===== src/rtl/hbm_pkg.sv =====
// -----------------------------------------------------------------------------
// Hamming best-match package
// Shared types, codes and the popcount helpers of the descriptor matcher.
// -----------------------------------------------------------------------------
package hbm_pkg;

   localparam int DESC_W  = 256;
   localparam int WORD_W  = 64;
   localparam int POINT_W = 64;
   localparam int DIST_W  = 9;
   localparam int CFG_W   = 9;
   localparam int CSR_IDX_W = 1;
   localparam int PC_W    = 7;

   localparam logic [1:0] MODE_CLEAR = 2'd0;
   localparam logic [1:0] MODE_LOAD  = 2'd1;
   localparam logic [1:0] MODE_QUERY = 2'd2;

   localparam logic [CSR_IDX_W-1:0] CSR_MATCH_THRESHOLD = 1'd0;
   localparam logic [CSR_IDX_W-1:0] CSR_SEARCH_BOUND    = 1'd1;

   localparam logic [CFG_W-1:0] THRESHOLD_RESET = 9'd80;
   localparam logic [CFG_W-1:0] BOUND_RESET     = 9'd128;

   typedef enum logic [2:0] {
      ST_IDLE,
      ST_SCAN,
      ST_DRAIN,
      ST_FETCH,
      ST_RESP
   } hbm_state_type;

   // Status of the distance pipeline as seen by the sequencer.
   typedef struct packed {
      logic              busy;
      logic              valid;
      logic [DIST_W-1:0] distance;
   } hbm_dist_type;

   function automatic logic [3:0] pop8(input logic [7:0] v);
      logic [3:0] s;
      s = '0;
      for (int i = 0; i < 8; i++) begin
         s = s + 4'(v[i]);
      end
      return s;
   endfunction

   function automatic logic [PC_W-1:0] pop64(input logic [WORD_W-1:0] v);
      logic [PC_W-1:0] s;
      s = '0;
      for (int i = 0; i < 8; i++) begin
         s = s + PC_W'(pop8(v[i*8 +: 8]));
      end
      return s;
   endfunction

endpackage


===== src/rtl/hbm_dist_pipe.sv =====
// -----------------------------------------------------------------------------
// Hamming distance pipeline
// XOR of query and reference row, per-word popcount, then the word sum.
// -----------------------------------------------------------------------------
module hbm_dist_pipe (
   input  logic                       clock,
   input  logic                       reset,
   input  logic                       query_load,
   input  logic [hbm_pkg::DESC_W-1:0] query_desc,
   input  logic                       ref_valid,
   input  logic [hbm_pkg::DESC_W-1:0] ref_desc,
   output hbm_pkg::hbm_dist_type      dist_out
);
   import hbm_pkg::*;

   localparam int NWORDS = DESC_W / WORD_W;

   logic [DESC_W-1:0] query_ff;
   logic [PC_W-1:0]   pc_ff [NWORDS];
   logic [PC_W-1:0]   pc_in [NWORDS];
   logic              pc_valid_ff;
   logic [DIST_W-1:0] dist_ff;
   logic [DIST_W-1:0] dist_in;
   logic              dist_valid_ff;

   always_comb begin
      for (int w = 0; w < NWORDS; w++) begin
         pc_in[w] = pop64(query_ff[w*WORD_W +: WORD_W] ^ ref_desc[w*WORD_W +: WORD_W]);
      end
   end

   always_comb begin
      dist_in = '0;
      for (int w = 0; w < NWORDS; w++) begin
         dist_in = dist_in + DIST_W'(pc_ff[w]);
      end
   end

   always_ff @(posedge clock) begin
      if (query_load) begin
         query_ff <= query_desc;
      end
      if (ref_valid) begin
         pc_ff <= pc_in;
      end
      if (pc_valid_ff) begin
         dist_ff <= dist_in;
      end
   end

   always_ff @(posedge clock) begin
      if (reset) begin
         pc_valid_ff   <= 1'b0;
         dist_valid_ff <= 1'b0;
      end else begin
         pc_valid_ff   <= ref_valid;
         dist_valid_ff <= pc_valid_ff;
      end
   end

   assign dist_out.busy     = ref_valid | pc_valid_ff | dist_valid_ff;
   assign dist_out.valid    = dist_valid_ff;
   assign dist_out.distance = dist_ff;

endmodule


===== config.mk =====
export PLATFORM = sky130hd
export DESIGN_NAME = hbm_dist_pipe
export DESIGN_NICKNAME = d
export VERILOG_FILES = /design/src/rtl/hbm_pkg.sv /design/src/rtl/hbm_dist_pipe.sv
export SDC_FILE = /design/constraint.sdc
export NUM_CORES = 1
export LEC_CHECK = 0
export BUFFER_PORTS_ARGS = -buffer_cell sky130_fd_sc_hd__buf_4
export CORE_AREA = 4 4 278 280
export CTS_BUF_LIST = sky130_fd_sc_hd__clkbuf_8
export DETAILED_ROUTE_END_ITERATION = 16
export DIE_AREA = 0 0 282 284
export PLACE_DENSITY_LB_ADDON = 0.2
export SLEW_MARGIN = 20
export SYNTH_ARGS = -nofsm -noshare
export SYNTH_HDL_FRONTEND = slang
export SYNTH_SLANG_ARGS = --single-unit

===== constraint.sdc =====
create_clock -name clock -period 20 [get_ports clock]
set_input_delay 4 -clock clock [delete_from_list [all_inputs] [get_ports clock]]
set_output_delay 4 -clock clock [all_outputs]
set_load 0.05 [all_outputs]

After elaboration in Yosys (flattened, before gate mapping)
Cells that the tools add are included.
{ "totals": {"ff_bits": 295, "latch_bits": 0, "ram_bits": 0, "romBits": 0, "output_inout_bits": 11, "mem_count": 0} }
{ "classes": {"add_sub_neg": 255, "multipliers": 0, "div": 0, "order_cmp": 0, "eq_ne": 0, "shift": 0, "mux": 0, "n_bitwise": 6, "reduce_logical": 0} }
{ "op_table": {"columns": ["cell", "n"], "rows": [
  ["$add A4 B1 Y4", 128],
  ["$xor A64 B64 Y64", 4],
  ["$add A3 B1 Y4", 32],
  ["$add A7 B4 Y7", 16],
  ["$add A2 B1 Y3", 32],
  ["$add A1 B1 Y2", 32],
  ["$add A6 B4 Y7", 4],
  ["$add A5 B4 Y6", 4],
  ["$add A4 B4 Y5", 4],
  ["$add A8 B7 Y9", 1],
  ["$add A9 B7 Y9", 1],
  ["$add A7 B7 Y8", 1],
  ["$or A1 B1 Y1", 2]
]} }

Longest topological paths before layout
Gate-level depths: netlist of the first run.
{ "logic_depth": {"word_depth": 15, "depth_mapped": 20, "mapped_depth_nobuf": 20} }

Least setup slack after synthesis of the first run
OpenSTA, ideal clock, no wires.
{ "synth_timing": {"path_type": "in2reg", "startpoint": "input port ref_desc[79] (netlist bit)", "endpoint": "register pc_ff[20] (netlist bit) (data pin)", "t_arrival_ns": 9.511, "t_required_ns": 19.743, "setup_slack_ns": 10.232, "stages": 19, "path_buffers": 0, "path_cell_list": "xor2_1 > fa_1 > inv_1 > fa_1 > inv_1 > fa_1 > fa_1 > fa_1 > fa_1 > inv_1 > fa_1 > fa_1 > inv_1 > ha_1 > fa_1 > a211oi_1 > nor2_1 > o21ai_0 > nand2b_1"} }
{ "synth_rtl": {"columns": ["element", "line", "text"], "rows": [
  ["start, declared", "hbm_dist_pipe.sv:11", "input logic [hbm_pkg::DESC_W-1:0] ref_desc,"],
  ["end signal, assigned", "hbm_dist_pipe.sv:44", "pc_ff <= pc_in;"],
  ["end, declared", "hbm_dist_pipe.sv:19", "logic [PC_W-1:0] pc_ff [NWORDS];"]
]} }

==> flow_summary.toml, run 1 <==
[clocking]
cts_root_buf = "clkbuf_8"
cts_tree = "built"
cts_setup_buffers = 0
clk_path_buf_depth = 3
ctsResizeCount = 0
numCtsBuffers = 60
cts_hold_buf = 0
clkTransAtPathRegs_ns = 0.06
cts_sinks = 295
htree_num_levels = 2
clkLatencyLatePin_ns = 0.67

[outcome]
status = "finished, final reports clean"

[timing]
maxSlewViolCount = 0
whs_ns = 0.580
hold_viol = 0
fmax_mhz = 105
finalSetupViolCount = 0
tightest_slew_ns = 1.04
fin_tns_setup_ns = 0
max_slew_margin_pct = 30.7
finalCritPeriodShare_pct = 47.5
rsz0062_at_grt = "false"
worst_slack_ns = 10.51
period_minus_slack_ns = 9.49
skew_ns = 0.0376

[detailed_routing]
vias = 10230
wl_per_cell_um = 17.2
drt_iter0_markers = 226
wirelength_mm = 46.8
remaining_drc_errors = 0
drt-vias-per-instance = 3.76
final_antenna_net_count = 0
drt_pass1_iterations = 4

[setup_path]
cp-end-kind = "flip-flop"
path_class = "in -> reg"
cp_max_fo = 3
cp_top_family = "adder cells"
crit_path_frequent_cell = "fa_1"
cp_data_required_time_ns = 20.40
path_cells = "buf_4, xor2_1, fa_1, fa_1, inv_1, fa_1, fa_1, fa_1, inv_1, fa_1, inv_1, fa_1, inv_1, fa_1, ha_1, fa_1, a211oi_1, nor2_1, o21ai_0, nand2b_1"
crit_buf_inv = 5
start_kind = "input pin"
cp.arrival_ns = 9.89
cp_slowest_cell = "fa_1"
slowest_delay_ns = 0.57

[grt]
grt_antenna_before_repair = 3
use_met2_pct = 21.4
grt_pass1_vias = 12329
grt_usage_pct = 11.6
grt.met3_usage_pct = 3.31
busiest_layer = "met2"
grtUsageMet1_pct = 12.8
grt_overflow_total = 0
grt_pass1_wl_mm = 70.7
grt_start_max_net_pins = 120

[floorplanning]
die_height_um = 284
dieArea_sq_mm = 0.0801
io_pins = 527
die_w_um = 282
rows = 100
core_sq_mm = 0.0744
initial_core_util_pct = 23.9

[synth]
synth_area_per_cell_sq_um = 16.0
synth-seq-cells = 295
synthMostInstantiatedCell = "edfxtp_1"
syn-cell-area_sq_mm = 0.0178
synthesis.nets = 1926
synth_edf_count = 293
syn_inst = 1112
synth_top_area_cell = "edfxtp_1"
seq_area_frac_synth_pct = 49.7
synth_commonest_cells = "293 x edfxtp_1, 230 x fa_1, 167 x inv_1"
synth_top_area_share_pct = 49.4
synthArstFlopShare_pct = 0
yosys_warnings = 0
ys_top_cells_by_area = "edfxtp_1 49%, fa_1 26%, xor2_1 7.4%"
ys.flop_type = "edfxtp_1"
yosysUniqueCellTypes = 26

[placement]
dp_hpwl_mm = 38.3
dpl_worst_slack_ns = 9.76
gp_congestion = 0.736
io_buffer_count = 526

[worst_hold_path]
min_path_type = "reg -> reg"

[finish]
final_nets = 2515
syn_to_final_growth_pct = 35.6
drive_gt1_share_pct = 34.9
post-route-util_pct = 32.4

[flow_run]
cap_violations = 0
==> area by class of cell <==
type,count,area [sq um]
diodes,2,5.00
flip-flops and latches,295,8840
fillers,7493,50300
clock buffers,60,826
inverters,167,627
multi-input cells,649,8320
well taps,969,1210
repair buffers,528,3970
clock inverters,54,323
==> flip-flops by register name (all words and copies together), names as in the netlist <==
name	cells
dist_valid_ff	1
pc_ff	28
dist_ff	9
query_ff	256
pc_valid_ff	1
==> kinds of logic after synthesis <==
| group | share of synthesized area [%] |
|---|---|
| AO/OA/AOI/OAI | 2.06 |
| XOR/XNOR | 13.3 |
| adder cells (fa/ha/maj) | 30.7 |
| buffers and inverters | 3.56 |
| flip-flops | 49.7 |
| AND/OR/NAND/NOR | 0.724 |
==> stage by stage <==
stage,std cells,instance area [sq um]
floorplan,1112,17800
global placement,2608,23000
detailed placement,2608,23000
CTS,2722,24100
global route,2724,24100
finish,2724,24100
==> per-layer routing <==
layer | wire length, um | up-vias
met1 | 17100 | 5016
met2 | 25400 | 292
li1 | - | 4841
met3 | 3130 | 81
met5 | 0 | -
met4 | 1190 | 0
==> layout by cell type (no fill, tap or decap), types with 8 or more instances in the layout <==
master and count:
buf_4 527, a211oi_1 12, a21o_1 8, nor2_1 11, xor2_1 150, fa_1 230
o21ai_0 14, edfxtp_1 293, clkinv_2 12, a21oi_1 11, xnor2_1 121, ha_1 68
inv_1 190, clkbuf_8 60, clkinv_1 10
==> worst paths after layout <==
path,from,endpoint,slack (ns),depth (start not counted)
setup / recovery,ref_desc[191],pc_ff[13]$_DFFE_PP_,10.51,20
setup reg to reg,query_ff[99]$_DFFE_PP_,pc_ff[20]$_DFFE_PP_,13.58,20
hold reg to reg,pc_ff[21]$_DFFE_PP_,dist_ff[0]$_DFFE_PP_,0.58,1
hold / removal,pc_ff[21]$_DFFE_PP_,dist_ff[0]$_DFFE_PP_,0.58,1
Power of run 1 is left out: the tool's default activity adds up to more than one toggle a clock period on the data nets, which glitch-free logic cannot reach.
==> run 2: changes to the inputs <==
Clock period 20 ns to 7.6 ns, I/O delays scaled along.
==> flow_summary.toml, run 2 (same netlist as run 1, synthesis figures left out) <==
[outcome]
status = "finished, final reports clean"

[setup_path]
crit_path_frequent_cell = "fa_1"
crit_buf_inv = 6
cp_slowest_cell = "fa_1"
start_kind = "input pin"
cp_data_required_time_ns = 7.99
cp_max_fo = 3
path_class = "in -> reg"
cp_top_family = "adder cells"
cp-end-kind = "flip-flop"
slowest_delay_ns = 0.56
cp.arrival_ns = 7.44
path_cells = "buf_4, xnor2_1, fa_1, inv_1, fa_1, inv_1, fa_1, fa_1, inv_1, fa_1, fa_1, inv_1, fa_1, fa_1, inv_1, ha_1, fa_1, a211oi_1, nor2_1, o21ai_0, nand2b_1"

[detailed_routing]
top_layer = "met4"
wl_met3_mm = 3.18
final_antenna_net_count = 0
wl_met2_mm = 25.1
drt_iter0_markers = 276
remaining_drc_errors = 0
wirelength_mm = 46.4
vias = 10205
wirelength_met1_mm = 17.1
drt_pass1_iterations = 4
drt-vias-per-instance = 3.74
wl_per_cell_um = 17.0

[timing]
finalSetupViolCount = 0
max_slew_margin_pct = 29.9
hold_viol = 0
tightest_slew_ns = 1.05
whs_ns = 0.566
fmax_mhz = 142
finalCritPeriodShare_pct = 92.7
maxSlewViolCount = 0
period_minus_slack_ns = 7.05
skew_ns = 0.0285
rsz0062_at_grt = "false"

[finish]
reg_top3 = "query_ff (256), pc_ff (28), dist_ff (9)"
syn_to_final_growth_pct = 36.0
largest_reg_flops = 256
final_cell_mix = "538 x buf_4, 293 x edfxtp_1, 230 x fa_1"
post-route-util_pct = 32.5
final_nets = 2527
drive_gt1_share_pct = 35.2
layout_commonest_cell = "buf_4"
top_register = "query_ff"

[clocking]
htree_num_levels = 2
clk_path_buf_depth = 3
cts_hold_buf = 0
numCtsBuffers = 60
clkTransAtPathRegs_ns = 0.06
cts_sinks = 295
cts_tree = "built"
cts_root_buf = "clkbuf_8"
cts_setup_buffers = 0
clkLatencyLatePin_ns = 0.65
ctsResizeCount = 0

[floorplanning]
initial_core_util_pct = 23.9
die_height_um = 284
dieArea_sq_mm = 0.0801
die_w_um = 282
core_sq_mm = 0.0744
io_pins = 527
rows = 100

[flow_run]
cap_violations = 0

[grt]
grt_antenna_before_repair = 3
grt_start_max_net_pins = 135
grt_overflow_total = 0
grt_pass1_vias = 12118
grt_pass1_wl_mm = 70.3
grt_usage_pct = 11.6

[placement]
dp_hpwl_mm = 38.4
io_buffer_count = 526
gp_congestion = 0.737

[worst_hold_path]
min_path_type = "reg -> reg"
## run 2: cell count changes in the layout (fill, tap and decap cells not counted)
cell,change
bufinv_16,-1
buf_4,+11
diode_2,-1
inv_1,-1
clkbuf_8,+6
clkinv_1,-2
clkinv_2,-12
clkinvlp_4,+3
buf_12,+1
inv_6,-3
## run 2: path summary, 6_finish.rpt
kind	start	to	slack [ns]	cells past startpoint
max	ref_desc[99]	pc_ff[20]$_DFFE_PP_	0.55	21
min reg2reg	pc_ff[21]$_DFFE_PP_	dist_ff[0]$_DFFE_PP_	0.57	1
min	pc_ff[21]$_DFFE_PP_	dist_ff[0]$_DFFE_PP_	0.57	1
max reg2reg	query_ff[99]$_DFFE_PP_	pc_ff[20]$_DFFE_PP_	1.14	20
## run 2: layout make-up
cell class	instances	area [sq um]
antenna	1	2.50
clock buffer	66	908
clock inverter	38	218
fill	7438	50200
inverter	167	627
multi-input combinational	649	8320
sequential	295	8840
tap	969	1210
timing repair buffer	540	4070
## run 2: metrics by stage
stage	TNS (ns)	area [sq um]	setup slack, ns	cells
final	0	24200	0.553	2725
after global routing	0	24200	0.280	2725
after CTS	0	24200	0.580	2724
after detailed placement	-0.283	23100	-0.157	2620
after global placement	-0.0596	23100	-0.0324	2620
after floorplan	0	17800	0.312	1112
## run 2: routing by layer
layer	up-vias	track usage [%]
li1	4851	-
met1	5005	13.2
met2	285	21.0
met3	64	3.35
met4	0	3.19
met5	-	0
Power of run 2 is left out for the same reason.
