[src/rtl/hbm_pkg.sv]
// -----------------------------------------------------------------------------
// Hamming best-match package
// Shared types, codes and the popcount helpers of the descriptor matcher.
// -----------------------------------------------------------------------------
package hbm_pkg;

   localparam int DESC_W  = 256;
   localparam int WORD_W  = 64;
   localparam int POINT_W = 64;
   localparam int DIST_W  = 9;
   localparam int CFG_W   = 9;
   localparam int CSR_IDX_W = 1;
   localparam int PC_W    = 7;

   localparam logic [1:0] MODE_CLEAR = 2'd0;
   localparam logic [1:0] MODE_LOAD  = 2'd1;
   localparam logic [1:0] MODE_QUERY = 2'd2;

   localparam logic [CSR_IDX_W-1:0] CSR_MATCH_THRESHOLD = 1'd0;
   localparam logic [CSR_IDX_W-1:0] CSR_SEARCH_BOUND    = 1'd1;

   localparam logic [CFG_W-1:0] THRESHOLD_RESET = 9'd80;
   localparam logic [CFG_W-1:0] BOUND_RESET     = 9'd128;

   typedef enum logic [2:0] {
      ST_IDLE,
      ST_SCAN,
      ST_DRAIN,
      ST_FETCH,
      ST_RESP
   } hbm_state_type;

   // Status of the distance pipeline as seen by the sequencer.
   typedef struct packed {
      logic              busy;
      logic              valid;
      logic [DIST_W-1:0] distance;
   } hbm_dist_type;

   function automatic logic [3:0] pop8(input logic [7:0] v);
      logic [3:0] s;
      s = '0;
      for (int i = 0; i < 8; i++) begin
         s = s + 4'(v[i]);
      end
      return s;
   endfunction

   function automatic logic [PC_W-1:0] pop64(input logic [WORD_W-1:0] v);
      logic [PC_W-1:0] s;
      s = '0;
      for (int i = 0; i < 8; i++) begin
         s = s + PC_W'(pop8(v[i*8 +: 8]));
      end
      return s;
   endfunction

endpackage

[src/rtl/hbm_seq.sv]
// -----------------------------------------------------------------------------
// Matcher sequencer
// Table fill count, scan control, running best and the result register.
// -----------------------------------------------------------------------------
module hbm_seq #(
   parameter int MAX_ENTRIES = 1024,
   parameter int IDX_W       = 10,
   parameter int CNT_W       = 11
) (
   input  logic                        clock,
   input  logic                        reset,
   input  logic                        req_valid,
   output logic                        req_stall,
   input  logic [1:0]                  req_mode,
   input  logic [hbm_pkg::CFG_W-1:0]   match_threshold,
   input  logic [hbm_pkg::CFG_W-1:0]   search_bound,
   output logic                        query_load,
   output logic                        wr_en,
   output logic [IDX_W-1:0]            wr_addr,
   output logic                        desc_rd_en,
   output logic [IDX_W-1:0]            desc_rd_addr,
   output logic                        pt_rd_en,
   output logic [IDX_W-1:0]            pt_rd_addr,
   input  logic [hbm_pkg::POINT_W-1:0] pt_rd_data,
   input  hbm_pkg::hbm_dist_type       dist_in,
   output logic                        rsp_valid,
   input  logic                        rsp_stall,
   output logic                        rsp_matched,
   output logic [9:0]                  rsp_best_index,
   output logic [15:0]                 rsp_match_x,
   output logic [15:0]                 rsp_match_y,
   output logic signed [15:0]          rsp_match_norm_x,
   output logic signed [15:0]          rsp_match_norm_y
);
   import hbm_pkg::*;

   hbm_state_type state_ff, state_in;

   logic [CNT_W-1:0]  count_ff, count_in;
   logic [IDX_W-1:0]  scan_idx_ff, scan_idx_in;
   logic [IDX_W-1:0]  cmp_idx_ff, cmp_idx_in;
   logic [IDX_W-1:0]  best_idx_ff, best_idx_in;
   logic [DIST_W-1:0] best_dist_ff, best_dist_in;
   logic              found_ff, found_in;

   logic              rsp_valid_ff, rsp_valid_in;
   logic              rsp_matched_ff;
   logic [9:0]        rsp_index_ff;
   logic [POINT_W-1:0] rsp_point_ff;

   logic accept;
   logic scan_last;
   logic has_room;
   logic out_free;
   logic rsp_load;
   logic hit;
   logic [IDX_W+9:0] idx_ext;

   assign accept    = req_valid && !req_stall;
   assign scan_last = (CNT_W'(scan_idx_ff) + CNT_W'(1)) == count_ff;
   assign has_room  = count_ff < CNT_W'(MAX_ENTRIES);
   assign out_free  = !rsp_valid_ff || !rsp_stall;
   assign hit       = found_ff && (best_dist_ff < DIST_W'(match_threshold));

   // Next state.
   always_comb begin
      state_in = state_ff;
      unique case (state_ff)
         ST_IDLE: begin
            if (accept && req_mode == MODE_QUERY) begin
               state_in = (count_ff == '0) ? ST_FETCH : ST_SCAN;
            end
         end
         ST_SCAN: begin
            if (scan_last) begin
               state_in = ST_DRAIN;
            end
         end
         ST_DRAIN: begin
            if (!dist_in.busy) begin
               state_in = ST_FETCH;
            end
         end
         ST_FETCH: begin
            state_in = ST_RESP;
         end
         ST_RESP: begin
            if (out_free) begin
               state_in = ST_IDLE;
            end
         end
         default: begin
            state_in = ST_IDLE;
         end
      endcase
   end

   // State outputs.
   always_comb begin
      req_stall  = 1'b1;
      desc_rd_en = 1'b0;
      pt_rd_en   = 1'b0;
      rsp_load   = 1'b0;
      unique case (state_ff)
         ST_IDLE:  req_stall  = 1'b0;
         ST_SCAN:  desc_rd_en = 1'b1;
         ST_DRAIN: ;
         ST_FETCH: pt_rd_en   = 1'b1;
         ST_RESP:  rsp_load   = out_free;
         default:  ;
      endcase
   end

   assign query_load   = accept && req_mode == MODE_QUERY;
   assign wr_en        = accept && req_mode == MODE_LOAD && has_room;
   assign wr_addr      = count_ff[IDX_W-1:0];
   assign desc_rd_addr = scan_idx_ff;
   assign pt_rd_addr   = best_idx_ff;

   // Table count, scan position and running best.
   always_comb begin
      count_in     = count_ff;
      scan_idx_in  = scan_idx_ff;
      cmp_idx_in   = cmp_idx_ff;
      best_idx_in  = best_idx_ff;
      best_dist_in = best_dist_ff;
      found_in     = found_ff;
      if (accept) begin
         case (req_mode)
            MODE_CLEAR: count_in = '0;
            MODE_LOAD: begin
               if (has_room) begin
                  count_in = count_ff + CNT_W'(1);
               end
            end
            MODE_QUERY: begin
               scan_idx_in  = '0;
               cmp_idx_in   = '0;
               best_idx_in  = '0;
               best_dist_in = DIST_W'(search_bound);
               found_in     = 1'b0;
            end
            default: ;
         endcase
      end
      if (desc_rd_en) begin
         scan_idx_in = scan_idx_ff + IDX_W'(1);
      end
      // Distances arrive in index order; only a strictly smaller one wins.
      if (dist_in.valid) begin
         cmp_idx_in = cmp_idx_ff + IDX_W'(1);
         if (dist_in.distance < best_dist_ff) begin
            best_dist_in = dist_in.distance;
            best_idx_in  = cmp_idx_ff;
            found_in     = 1'b1;
         end
      end
   end

   always_comb begin
      rsp_valid_in = rsp_valid_ff;
      if (rsp_load) begin
         rsp_valid_in = 1'b1;
      end else if (rsp_valid_ff && !rsp_stall) begin
         rsp_valid_in = 1'b0;
      end
   end

   always_ff @(posedge clock) begin
      if (reset) begin
         state_ff     <= ST_IDLE;
         count_ff     <= '0;
         rsp_valid_ff <= 1'b0;
      end else begin
         state_ff     <= state_in;
         count_ff     <= count_in;
         rsp_valid_ff <= rsp_valid_in;
      end
   end

   always_ff @(posedge clock) begin
      scan_idx_ff  <= scan_idx_in;
      cmp_idx_ff   <= cmp_idx_in;
      best_idx_ff  <= best_idx_in;
      best_dist_ff <= best_dist_in;
      found_ff     <= found_in;
   end

   assign idx_ext = {10'd0, best_idx_ff};

   always_ff @(posedge clock) begin
      if (rsp_load) begin
         rsp_matched_ff <= hit;
         rsp_index_ff   <= hit ? idx_ext[9:0] : 10'd0;
         rsp_point_ff   <= hit ? pt_rd_data : '0;
      end
   end

   assign rsp_valid        = rsp_valid_ff;
   assign rsp_matched      = rsp_matched_ff;
   assign rsp_best_index   = rsp_index_ff;
   assign rsp_match_x      = rsp_point_ff[15:0];
   assign rsp_match_y      = rsp_point_ff[31:16];
   assign rsp_match_norm_x = signed'(rsp_point_ff[47:32]);
   assign rsp_match_norm_y = signed'(rsp_point_ff[63:48]);

endmodule

[config.mk]
export PLATFORM = sky130hd
export DESIGN_NAME = hbm_seq
export DESIGN_NICKNAME = d
export VERILOG_FILES = /design/src/rtl/hbm_pkg.sv /design/src/rtl/hbm_seq.sv
export SDC_FILE = /design/constraint.sdc
export NUM_CORES = 1
export LEC_CHECK = 0
export ABC_AREA = 0
export BUFFER_PORTS_ARGS = -buffer_cell sky130_fd_sc_hd__buf_2
export CAP_MARGIN = 10
export CORE_MARGIN = 1
export CORE_UTILIZATION = 50
export DETAILED_ROUTE_END_ITERATION = 8
export PLACE_DENSITY_LB_ADDON = 0.2
export SYNTH_ARGS = -nofsm -noshare
export SYNTH_HDL_FRONTEND = slang
export SYNTH_SLANG_ARGS = --single-unit
[constraint.sdc]
create_clock -name clock -period 14.2 [get_ports clock]
set_input_delay 2.13 -clock clock [delete_from_list [all_inputs] [get_ports clock]]
set_output_delay 2.13 -clock clock [all_outputs]
set_load 0.01 [all_outputs]
======== Word-level counts from Yosys, hierarchy flattened ========
Cells that the tools add are included.
word-level totals
  logic and storage cells ................. 82
  flip-flop bits (word level) ............. 130
  input port bits ......................... 99
operators by class
  reduce and logical (&&, ||, !) cells .... 22
  $lt $le $gt $ge ......................... 3
  add/sub/neg operators ................... 4
  equality and inequality tests ........... 12
  muxes and demuxes ....................... 30
operators by type and width
  cell                   number
  $mux 10                8
  $mux 9                 4
  $pmux 11 s2            1
  $add 10x1->10 const B  2
  $lt 9x9->1             2
  $pmux 3 s5             1
  $mux 3                 4
  $reduce_bool 2->1      6
  $add 10x1->11 const B  1
  $add 11x1->11 const B  1
  $eq 11x11->1           1
  $logic_not 11->1       1
  $lt 11x11->1 const B   1
  $mux 11                1
  $mux 1                 10
  $ne 2x2->1 const B     5
  $eq 3x2->1 const B     2
  $logic_and 1x1->1      6
  $reduce_and 2->1       2
  $reduce_and 4->1       1
  $eq 3x1->1 const B     1
  $eq 3x3->1 const B     1
  $logic_not 3->1        1
  $reduce_and 3->1       1
  other kinds (6)        7

======== Longest topological paths before layout ========
  depth in word-level cells ............... 5
  depth in mapped cells ................... 9
  depth with buffers taken out ............ 7

======== Least setup slack after synthesis ========
OpenSTA, ideal clock, no wires.
  path kind ............................... input port to flip-flop
  start ................................... input rsp_stall
  end ..................................... register rsp_index_ff[0] (netlist: rsp_best_index[0]) (enable)
  buffers on the path ..................... 0
  cell stages on the path ................. 1
  setup time .............................. 0.533 ns
  arrival time ............................ 5.785 ns
  path slack .............................. 7.882 ns
  required time ........................... 13.667 ns
  cell sequence ........................... a21oi_1
between the ends
  word-level cells in the longest chain between the ends .. 3
RTL lines
  what                  line            RTL
  from (decl)           hbm_seq.sv:27   input logic rsp_stall,
  $logic_not 1->1       hbm_seq.sv:62   assign out_free = !rsp_valid_ff || !rsp_stall;
  $logic_or 1x1->1      hbm_seq.sv:62
  $mux 1                hbm_seq.sv:104  unique case (state_ff)
  to (signal assigned)  hbm_seq.sv:194  rsp_index_ff <= hit ? idx_ext[9:0] : 10'd0;
  to (decl)             hbm_seq.sv:48   logic [9:0] rsp_index_ff;
Every way passes these cells.
A chain may end at the register's enable or synchronous reset.

======== Final worst setup path ========
  start ................................... input req_valid
  end ..................................... output query_load
between the ends
  word-level cells in the longest chain between the ends .. 2
RTL lines
  what               line            RTL
  from (decl)        hbm_seq.sv:12   input logic req_valid,
  $logic_and 1x1->1  hbm_seq.sv:59   assign accept = req_valid && !req_stall;
  $logic_and 1x1->1  hbm_seq.sv:114  assign query_load = accept && req_mode == MODE_QUERY;
  to (decl)          hbm_seq.sv:17   output logic query_load,
Every way passes these cells.

==> impl_metrics.toml <==
[outcome]
status = "finished, final reports clean"

[die]
die-area_um2 = 12800
start_util_pct = 51.3
io-pin-count = 210
rows = 40
die_y_um = 113
die_width_um = 113
coreArea_um2 = 12000

[logic_synthesis]
yosysSeqAreaShare_pct = 57.7
ys.flop_type = "edfxtp_1"
synthDistinctLibCells = 55
synth_edf_count = 95
netlist_instances = 535
synth-seq-cells = 130
syn_area_um2 = 6160
async_flop_share_pct = 0
synth_fp_nets = 654
avgSynthCellArea_um2 = 11.5
yosys_warnings = 0

[setup_path]
critPathKind = "primary input to output pin"
rr_worst_depth = 7
worstSetupStartpoint = "req_valid"
arrival_ps = 3790
critPathMaxStageDelay_ps = 710
crit_family = "simple AND/OR/NAND/NOR gates"
slowest_stage = "or3b_1"
critPathBufInv = 3
cp_common_cell = "buf_2"
cp-end-kind = "output pin"
crit_required_ps = 12070
start_kind = "primary input"
r2r-start = "best_dist_ff[7]$_DFF_P_"
crit_chain = "buf_2, or4b_4, or3b_1, clkinv_8, buf_2"
r2r_end = "rsp_point_ff[4]$_SDFFCE_PN0P_"
crit_fanout = 19
reg2reg_slack_ps = 11650

[pwr]
finalPower_uw = 1270
power_density_nw_per_um2 = 161
peakVddDrop_mv = 0.116
p_leak_uw = 0.00347

[routing]
drcViolationCount = 0
vias_per_cell = 5.03
routed_wl_mm = 13.7
ant_nets = 0
num_vias = 4504
wl_per_cell_um = 15.3
drt_iter0_drc = 246
drtPass1Iterations = 4

[job]
cap_violations = 0

[placed_design]
dpl-instance-area_um2 = 7250
post-place-ws_ps = 8260
port_buffers = 209
gp_congestion = 0.795
dp_hpwl_mm = 9.94

[hold_path]
holdCritStartpoint = "found_ff$_DFF_P_"
whs_path_depth = 2
hp-class = "flip-flop to flip-flop"
min_to = "found_ff$_DFF_P_"

[clock_tree]
htreeDepth = 4
post_cts_buffers = 0
clkTransAtPathRegs_ps = 50
cts_root_buf = "clkbuf_16"
ctsResizeCount = 0
ctsHoldBuffers = 0
cts_buffers = 17
clkSinkCount = 130
tritoncts = "built"
clk_path_buf_depth = 2
clk_latency_ps = 410

[timing]
max_slew_margin_pct = 27.2
setup_viol = 0
rsz0062_at_grt = "no"
min_period_ps = 5920
fmax_mhz = 169
setup_slack_ps = 8280
finalHoldViolCount = 0
timing.final.crit_share_pct = 41.7
maxSlewViolCount = 0
worstMarginPinSlew_ps = 1080
finalClockSkew_ps = 6.51
tns_ps = 0
holdWs_ps = 470

[grt]
grt_pass1_vias = 4383
track_usage_pct = 22.3
grt_pass1_wl_mm = 21.8
grt-ovfl-total = 0
grt_max_degree = 76
antenna_found_initial = 0

[final_layout]
area_growth_pct = 28.1
antennaDiodeCount = 0
fin_area_um2 = 7890
final_nets = 855
drive_gt1_share_pct = 35.2
-- flip-flops by register name, indices dropped and copies added, names as in the netlist --
name / cells
rsp_point_ff: 64
count_ff: 11
cmp_idx_ff: 10
desc_rd_addr: 10
pt_rd_addr: 10
rsp_best_index: 10
best_dist_ff: 9
state_ff: 3
found_ff: 1
rsp_matched: 1
rsp_valid: 1
-- synthesized netlist by cell type (7+ instances only) --
library cell  count  area (µm²)
nand2_1          45         169
nand4_1           9        56.3
o21ai_0           8        40.0
nand3_1           9        45.0
inv_1            40         150
ha_1             20         250
xnor2_1          20         175
mux2i_1          11         110
dfxtp_1          35         701
edfxtp_1         95        2850
nor3_1            7        35.0
buf_4            10        75.1
a21oi_1          11        55.1
xor2_1            7        61.3
nor2_1           34         128
mux2_4            8         120
o21ai_2           8        70.1
clkbuf_1         13        48.8
and2_1           77         482
-- placed cells by master, fill, tap and decap left out, drive strengths merged, types with 3 or more instances in the layout --
| master | n |
|---|---|
| nand2 | 45 |
| nand4 | 9 |
| mux2 | 9 |
| o21ai | 19 |
| nor3 | 7 |
| o21a | 3 |
| nor2 | 34 |
| nand3b | 3 |
| or3 | 6 |
| xnor2 | 20 |
| dfxtp | 35 |
| a21oi | 11 |
| edfxtp | 95 |
| ha | 20 |
| clkbuf | 21 |
| inv | 41 |
| and2 | 77 |
| bufinv | 5 |
| a21o | 4 |
| buf | 211 |
| nor4 | 6 |
| clkinv | 6 |
| mux2i | 11 |
| xor2 | 7 |
| a211oi | 5 |
| and3 | 4 |
| nand3 | 9 |
-- worst max path at each step --
stage | end | slack [ps] | depth (start not counted)
detailed placement | query_load | 8260 | 5
CTS | query_load | 8260 | 5
floorplan | rsp_best_index[0]$_SDFFCE_PN0P_ | 7880 | 1
global route | query_load | 8200 | 5
finish | query_load | 8280 | 5
global placement | query_load | 8310 | 5
-- through the flow --
stage / std cells / util (%)
global route: 896 / 65.7
detailed placement: 864 / 60.3
CTS: 896 / 65.7
finish: 896 / 65.7
global placement: 864 / 60.3
floorplan: 535 / -
-- tightest hold or removal path, stage by stage, from the launching register on --
cell,delay (ps)
dfxtp_1,330
nand2_1,60
nand2_1,40
-- routing by layer --
layer	vias up	global-route usage [%]	share of wire (%)
li1	2253	-	-
met1	2088	26.8	42
met2	146	37.6	50
met3	17	6.53	6.4
met4	0	9.39	1.4
met5	-	0	0
-- where the power goes --
| part | switching, µW | internal, µW | total (µW) |
|---|---|---|---|
| logic | 151 | 145 | 296 |
| registers | 26.7 | 472 | 499 |
| clock network | 154 | 319 | 473 |
| total | 332 | 936 | 1270 |
-- area by class of cell --
class	instances	area, µm²
Tap cell	147	184
Timing Repair Buffer	211	1060
Clock inverter	11	183
Sequential cell	130	3550
Multi-Input combinational cell	335	2280
Fill cell	962	4120
Inverter	41	166
Clock buffer	21	460
-- kinds of logic after synthesis --
logic type	count (synthesis)	share of synthesized area [%]
and+or+nand+nor	212	18.5
adders and majority gates	20	4.06
AOI/OAI and AO/OA	56	6.34
buffers and inverters	70	5.61
xor gates and xnor gates	27	3.84
DFF	130	57.7
muxes	20	3.92
No activity file was read; power rests on OpenSTA's default activity.
